## config.mk

```make
export PLATFORM = sky130hd
export DESIGN_NAME = line_scan_sensor_readout
export DESIGN_NICKNAME = d
export VERILOG_FILES = /design/src/hdl/lssr_pkg.sv /design/src/hdl/lssr_scale.sv /design/src/hdl/lssr_step.sv /design/src/hdl/line_scan_sensor_readout.sv
export SDC_FILE = /design/constraint.sdc
export NUM_CORES = 1
export LEC_CHECK = 0
export BUFFER_PORTS_ARGS = -buffer_cell sky130_fd_sc_hd__buf_4
export CAP_MARGIN = 20
export CORE_MARGIN = 2
export CORE_UTILIZATION = 45
export DETAILED_ROUTE_END_ITERATION = 10
export GPL_ROUTABILITY_DRIVEN = 0
export GPL_TIMING_DRIVEN = 0
export PLACE_DENSITY = 0.65
export SLEW_MARGIN = 5
export SYNTH_ARGS = -nofsm -noshare
export SYNTH_HDL_FRONTEND = slang
export SYNTH_SLANG_ARGS = --single-unit
```

## constraint.sdc

```tcl
create_clock -name aclk -period 17.65 [get_ports aclk]
set_input_delay 0.8825 -clock aclk [delete_from_list [all_inputs] [get_ports aclk]]
set_output_delay 0.8825 -clock aclk [all_outputs]
set_load 0.02 [all_outputs]
```

## src/hdl/lssr_pkg.sv

```systemverilog
// Shared types and constants for the line-scan sensor readout block.
// No dependencies; used by lssr_scale, lssr_step and line_scan_sensor_readout.
package lssr_pkg;

    localparam int PIXELS_PER_LINE = 129;
    localparam int PIX_POS_W       = $clog2(PIXELS_PER_LINE + 2);

    localparam int TICK_W   = 16;
    localparam int FRAME_W  = 16;
    localparam int SAMPLE_W = 12;
    localparam int PIXVAL_W = 8;
    localparam int PIXIDX_W = 8;

    localparam logic [TICK_W-1:0] EXPOSURE_RESET = 16'd501;

    // Input kinds (carried in s_tuser)
    localparam logic CMD_TICK    = 1'b0;
    localparam logic CMD_RESTART = 1'b1;

    // Beat widths on the stream ports
    localparam int S_TDATA_W = 16;
    localparam int M_TDATA_W = 40;
    localparam int M_TUSER_W = 2;

    typedef struct packed {
        logic [TICK_W-1:0]    tick_count;
        logic                 clock_high;
        logic                 start_high;
        logic [PIX_POS_W-1:0] pixel_position;
        logic [FRAME_W-1:0]   frame_count;
    } lssr_state_t;

    typedef struct packed {
        logic                si_level;
        logic                clk_level;
        logic                pixel_valid;
        logic [PIXIDX_W-1:0] pixel_index;
        logic [PIXVAL_W-1:0] pixel_value;
        logic                frame_done;
        logic [FRAME_W-1:0]  frame_number;
    } lssr_result_t;

endpackage

```

## src/hdl/lssr_scale.sv

```systemverilog
// Sample scaler: floor(sample*255/4000), saturated at 255.
// Depends on lssr_pkg. Pure combinational, constant multiplies only.
module lssr_scale (
    input  logic [lssr_pkg::SAMPLE_W-1:0] sample,
    output logic [lssr_pkg::PIXVAL_W-1:0] value
);

    // 255/4000 = 51/800 = (51/32)/25; 1/25 ~ 5243 / 2^17, exact below 43690
    logic [17:0] prod51;
    logic [12:0] div32;
    logic [25:0] prod_recip;
    logic [8:0]  quot;

    always_comb begin
        prod51     = 18'({6'd0, sample} * 18'd51);
        div32      = prod51[17:5];
        prod_recip = 26'({13'd0, div32} * 26'd5243);
        quot       = prod_recip[25:17];
        if (quot[8]) begin
            value = '1;
        end else begin
            value = quot[7:0];
        end
    end

endmodule

```

## src/hdl/lssr_step.sv

```systemverilog
// Next-state and result logic for one beat of the readout sequencer.
// Depends on lssr_pkg and lssr_scale.
module lssr_step (
    input  lssr_pkg::lssr_state_t         cur,
    input  logic                          cmd,
    input  logic [lssr_pkg::SAMPLE_W-1:0] sample,
    input  logic [lssr_pkg::TICK_W-1:0]   exposure_count,
    output lssr_pkg::lssr_state_t         nxt,
    output lssr_pkg::lssr_result_t        res
);

    logic [lssr_pkg::PIXVAL_W-1:0] scaled;
    logic [lssr_pkg::TICK_W:0]     tick_inc;

    lssr_scale u_scale (
        .sample (sample),
        .value  (scaled)
    );

    always_comb begin
        nxt      = cur;
        res      = '0;
        tick_inc = {1'b0, cur.tick_count} + 1'b1;

        if (cmd == lssr_pkg::CMD_RESTART) begin
            nxt = '0;
        end else if (cur.tick_count == '0) begin
            nxt.start_high = 1'b1;
            nxt.clock_high = 1'b1;
            nxt.tick_count = lssr_pkg::TICK_W'(1);
        end else begin
            if (cur.clock_high) begin
                // falling clock edge
                nxt.start_high = 1'b0;
                nxt.clock_high = 1'b0;
                if (cur.pixel_position < lssr_pkg::PIX_POS_W'(lssr_pkg::PIXELS_PER_LINE)) begin
                    res.pixel_valid    = 1'b1;
                    res.pixel_index    = lssr_pkg::PIXIDX_W'(cur.pixel_position);
                    res.pixel_value    = scaled;
                    nxt.pixel_position = cur.pixel_position + 1'b1;
                end else if (cur.pixel_position ==
                             lssr_pkg::PIX_POS_W'(lssr_pkg::PIXELS_PER_LINE)) begin
                    res.frame_done     = 1'b1;
                    res.frame_number   = cur.frame_count;
                    nxt.frame_count    = cur.frame_count + 1'b1;
                    nxt.pixel_position = cur.pixel_position + 1'b1;
                end
            end else begin
                nxt.clock_high = 1'b1;
            end
            if (tick_inc > {1'b0, exposure_count}) begin
                nxt.tick_count     = '0;
                nxt.pixel_position = '0;
            end else begin
                nxt.tick_count = tick_inc[lssr_pkg::TICK_W-1:0];
            end
        end

        res.si_level  = nxt.start_high;
        res.clk_level = nxt.clock_high;
    end

endmodule

```

## src/hdl/line_scan_sensor_readout.sv

```systemverilog
// Top level of the line-scan sensor readout sequencer.
// Depends on lssr_pkg and lssr_step (which uses lssr_scale).

// Every input beat is one timer tick (s_tuser = 0) or a restart (s_tuser = 1)
// and yields exactly one result beat with the SI and clock pin levels, an
// optional pixel (index and 8-bit value) and an optional frame-done mark.
// Throughput is one beat per clock while m_tready stays high: a beat lands in
// the input register when accepted, and the sequencer state and the result
// register are updated from it once the result register is free or draining.
// The input register can still take a beat while a result waits, and
// the two stages stall together only when both hold data. The exposure
// count register (reset 501) is written through cfg_wr_en/cfg_wr_data and
// should only be changed while no beat is in flight.
module line_scan_sensor_readout (
    input  logic                             aclk,
    input  logic                             aresetn,

    input  logic                             cfg_wr_en,
    input  logic [lssr_pkg::TICK_W-1:0]      cfg_wr_data,   // exposure_count

    input  logic                             s_tvalid,
    output logic                             s_tready,
    input  logic [lssr_pkg::S_TDATA_W-1:0]   s_tdata,       // [11:0] adc_sample
    input  logic                             s_tuser,       // [0] cmd

    output logic                             m_tvalid,
    input  logic                             m_tready,
    // [0] si_level, [1] clk_level, [9:2] pixel_index, [17:10] pixel_value,
    // [33:18] frame_number, [39:34] zero
    output logic [lssr_pkg::M_TDATA_W-1:0]   m_tdata,
    output logic [lssr_pkg::M_TUSER_W-1:0]   m_tuser        // [0] pixel_valid, [1] frame_done
);

    // input register
    logic                          in_vld_reg;
    logic                          in_cmd_reg;
    logic [lssr_pkg::SAMPLE_W-1:0] in_sample_reg;

    // sequencer state and exposure setting
    lssr_pkg::lssr_state_t         state_reg;
    lssr_pkg::lssr_state_t         state_next;
    logic [lssr_pkg::TICK_W-1:0]   exposure_reg;

    // result register
    logic                          res_vld_reg;
    lssr_pkg::lssr_result_t        res_reg;
    lssr_pkg::lssr_result_t        res_next;

    logic advance;

    // the buffered beat moves on when the result slot is free or draining
    assign advance  = in_vld_reg && (!res_vld_reg || m_tready);
    assign s_tready = !in_vld_reg || advance;

    lssr_step u_step (
        .cur            (state_reg),
        .cmd            (in_cmd_reg),
        .sample         (in_sample_reg),
        .exposure_count (exposure_reg),
        .nxt            (state_next),
        .res            (res_next)
    );

    always_ff @(posedge aclk) begin
        if (!aresetn) begin
            in_vld_reg   <= 1'b0;
            res_vld_reg  <= 1'b0;
            state_reg    <= '0;
            exposure_reg <= lssr_pkg::EXPOSURE_RESET;
        end else begin
            if (cfg_wr_en) begin
                exposure_reg <= cfg_wr_data;
            end
            if (s_tready) begin
                in_vld_reg <= s_tvalid;
            end
            if (advance) begin
                state_reg   <= state_next;
                res_vld_reg <= 1'b1;
            end else if (m_tready) begin
                res_vld_reg <= 1'b0;
            end
        end
    end

    // payload, no reset needed
    always_ff @(posedge aclk) begin
        if (s_tvalid && s_tready) begin
            in_cmd_reg    <= s_tuser;
            in_sample_reg <= s_tdata[lssr_pkg::SAMPLE_W-1:0];
        end
        if (advance) begin
            res_reg <= res_next;
        end
    end

    assign m_tvalid = res_vld_reg;
    assign m_tdata  = {6'd0, res_reg.frame_number, res_reg.pixel_value,
                       res_reg.pixel_index, res_reg.clk_level, res_reg.si_level};
    assign m_tuser  = {res_reg.frame_done, res_reg.pixel_valid};

`ifndef ASSERT_OFF
    // a beat never carries a pixel and a frame mark together
    a_pix_frame_excl: assert property (@(posedge aclk) disable iff (!aresetn)
        m_tvalid |-> !(m_tuser[0] && m_tuser[1]))
        else $error("pixel and frame_done in the same beat");

    // pixels and frame marks only come on a falling clock edge, SI low
    a_edge_levels: assert property (@(posedge aclk) disable iff (!aresetn)
        (m_tvalid && (m_tuser[0] || m_tuser[1])) |-> (m_tdata[1:0] == 2'b00))
        else $error("capture reported without falling clock edge");

    // pixel position never goes beyond one past the frame-done slot
    a_pos_bound: assert property (@(posedge aclk) disable iff (!aresetn)
        state_reg.pixel_position <=
            lssr_pkg::PIX_POS_W'(lssr_pkg::PIXELS_PER_LINE + 1))
        else $error("pixel position out of range");

    // a buffered beat that cannot move on stays buffered
    a_in_hold: assert property (@(posedge aclk) disable iff (!aresetn)
        (in_vld_reg && !advance) |=> in_vld_reg)
        else $error("buffered input beat lost");
`endif

endmodule

```

==> metrics <==
sequential area share after synthesis between 20 and 30%; Worst Reg2Reg Path Length in Cells 30; routed vias 6398; Final Hold Violating Endpoints 0; average via count per standard cell roughly 5.0; CTS tree built; Setup violations, final 0; flops & latches, synth between 100 and 150; clock sinks 109; dominant register cell in the synthesized netlist sky130_fd_sc_hd__dfxtp_1; proportion of synthesized area in mux cells 1.42%; xor-xnor portion of the synthesized cell area roughly 5.7%; vias in the first global route between 6000 and 7000; total I/O pin count 82; CTS Hold Bufs 0; final setup skew 0.0129 ns; worst min-delay path class flip-flop to flip-flop; minimum period implied by the final worst setup slack between 9 and 10 ns; number of distinct library cells after synthesis 66; first-pass GRT wire length 30800 um; synth top area cells sky130_fd_sc_hd__ha_1 (21%), sky130_fd_sc_hd__edfxtp_1 (16%), sky130_fd_sc_hd__fa_1 (14%); number of max-slew violations in the final report 0; count of H-tree levels built during CTS 3; number of antenna violations at the first check in global routing 0; Clock Tree Root sky130_fd_sc_hd__clkbuf_16; deepest clock path buffer count 2; placeable core region 0.0202 mm^2; Final nets 1266; compound-gate portion of the synthesized area 9.73%; number of standard-cell rows in the floorplan 52; endpoint class of the critical path flip-flop; library cell contributing the largest single delay on the critical path sky130_fd_sc_hd__a2bb2oi_1; Wirelength per Cell about 14 um; Required @ worst endpoint 17.87 ns; hpwl dp 14700 um; maximum number of pins on one net before global-route repair 35; most frequent standard cell in the layout excluding fill and tap cells sky130_fd_sc_hd__ha_1; cell depth of the worst hold path 2; Area after DPL 0.0102 mm^2; final cycle utilization of the critical path about 53%; GRT overflow 0; final design area excluding fillers between 0.01 and 0.015 mm^2; clock latency reported for the late side of the worst-skew pair 0.36 ns; DRC violation count after routing 0; Max Fclk approximately 110 MHz; kind of launch point of the worst setup path flip-flop; starting density of the core 45.7%; critical-path maximum fanout 8; delay of the slowest cell on the worst path 0.57 ns; post-synthesis async set-or-reset flop share 0%; Synth-to-Final Area Change 13.3%; Die Span X 147 um; area share of and/or/nand/nor cells after synthesis 12.4%; post-cts sizing count 0; cell type with the highest aggregate area in the netlist sky130_fd_sc_hd__ha_1; Worst-Margin Slew slightly above 1 ns; number of flip-flops under the largest register name 42; Slew Limit Headroom 31.5%; Netlist Area Pre-Place 0.00926 mm^2; largest family of logic cells by synthesized area adder cells; overall fraction of global-route tracks in use 17.5%; adder and majority cell fraction of the synthesized area 34.6%; fraction of layout instances using a drive strength above 1 10.7%; Syn Inst Count between 900 and 1000; iteration-0 DRC count of the detailed router 278; average instance area after synthesis between 10 and 15 um^2; total number of yosys warnings 0; number of buffers added for setup after CTS 0; Setup TNS 0 ns; antenna-violating nets left 0; leading cell types in the layout, fill and taps excluded sky130_fd_sc_hd__ha_1 (152), sky130_fd_sc_hd__inv_1 (143), sky130_fd_sc_hd__buf_4 (76); total routed wirelength 18000 um; Die Footprint 0.0217 mm^2; WP data arrival approximately 9.5 ns; Worst-path clk slew 0.07 ns; number of iterations in the first detailed-routing pass 4; number of input and output port buffers inserted 70; number of enable-type register cells in the synthesized netlist 49; RSZ-0062 raised after global routing false; worst setup path class flip-flop to flip-flop; outcome completed; diode count 0; share of the synthesized area in the top cell type 20.5%; maximum capacitance violations 0; chip height between 100 and 150 um; TritonCTS Buffers 9
## cells by family (layout without fill, tap and decap cells)
logic type | count (synthesis) | after routing
adders and majority gates | 217 | 217
other | 1 | 6
and+or+nand+nor | 226 | 226
xor gates and xnor gates | 59 | 59
buffers and inverters | 170 | 257
AOI/OAI and AO/OA | 129 | 129
muxes | 13 | 13
DFF | 109 | 109
## cells in the mapped netlist, types with 3 or more instances
cell,n
sky130_fd_sc_hd__ha_1,152
sky130_fd_sc_hd__inv_1,144
sky130_fd_sc_hd__nor2_1,71
sky130_fd_sc_hd__fa_1,65
sky130_fd_sc_hd__dfxtp_1,60
sky130_fd_sc_hd__edfxtp_1,49
sky130_fd_sc_hd__nand2_1,40
sky130_fd_sc_hd__and2_1,35
sky130_fd_sc_hd__a21oi_1,32
sky130_fd_sc_hd__xnor2_1,29
sky130_fd_sc_hd__xor2_1,29
sky130_fd_sc_hd__nand3_1,18
sky130_fd_sc_hd__a21o_1,16
sky130_fd_sc_hd__o21ai_0,16
sky130_fd_sc_hd__a22oi_1,15
sky130_fd_sc_hd__clkbuf_1,14
sky130_fd_sc_hd__o21a_1,14
sky130_fd_sc_hd__and3_1,13
sky130_fd_sc_hd__mux2i_1,12
sky130_fd_sc_hd__nand4_1,11
sky130_fd_sc_hd__nor3_1,7
sky130_fd_sc_hd__o211ai_1,7
sky130_fd_sc_hd__buf_4,6
sky130_fd_sc_hd__nor4_1,6
sky130_fd_sc_hd__nand2b_1,4
sky130_fd_sc_hd__a211oi_1,3
sky130_fd_sc_hd__a311oi_1,3
sky130_fd_sc_hd__and4_1,3
sky130_fd_sc_hd__nor2b_1,3
## path summary, 6_finish.rpt
path	start	endpoint	slack [ns]
worst min-delay path	state_reg[24]$_SDFFE_PN0P_	state_reg[24]$_SDFFE_PN0P_	0.47
worst max-delay path	in_sample_reg[6]$_DFFE_PP_	m_tdata[12]$_SDFFCE_PP0P_	8.37
worst min register to register	state_reg[24]$_SDFFE_PN0P_	state_reg[24]$_SDFFE_PN0P_	0.47
worst max register to register	in_sample_reg[6]$_DFFE_PP_	m_tdata[12]$_SDFFCE_PP0P_	8.37
## worst max-delay path: cells and delay by family (launching register included)
kind            cells  cell delay (ns)
flops               1             0.40
xor+xnor            1             0.38
buf+inv             4             0.18
fa+ha+maj          10             4.36
compound gates     15             3.82
## cell type report
cell class,count,area [um^2]
Clock buffer,10,250
Multi-Input combinational cell,650,5930
Fill cell,1882,9750
Timing Repair Buffer,71,546
Tap cell,270,338
Clock inverter,6,76.3
Inverter,145,544
Sequential cell,109,2670
Buffer,25,128
## layer usage
| metal | global-route usage (%) | up-vias | wire length [um] |
|---|---|---|---|
| met2 | 28.6 | 87 | 8340 |
| li1 | - | 3288 | - |
| met3 | 3.24 | 9 | 596 |
| met1 | 24.6 | 3014 | 8890 |
| met5 | 0 | - | 0 |
| met4 | 3.41 | 0 | 132 |
## stage by stage
| stage | util (%) | instances | setup WS (ns) | hold WS, ns |
|---|---|---|---|---|
| finish | 51.8 | 1286 | 8.37 | 0.471 |
| global route | 51.8 | 1286 | 7.76 | 0.504 |
| CTS | 51.8 | 1286 | 8.30 | 0.468 |
| detailed placement | 50.2 | 1270 | 8.36 | 0.455 |
| global placement | 50.1 | 1269 | 8.48 | 0.445 |
| floorplan | - | 929 | 9.36 | 0.434 |
Power is left out: the tool's default activity adds up to more than one toggle a clock period on the data nets, which glitch-free logic cannot reach.
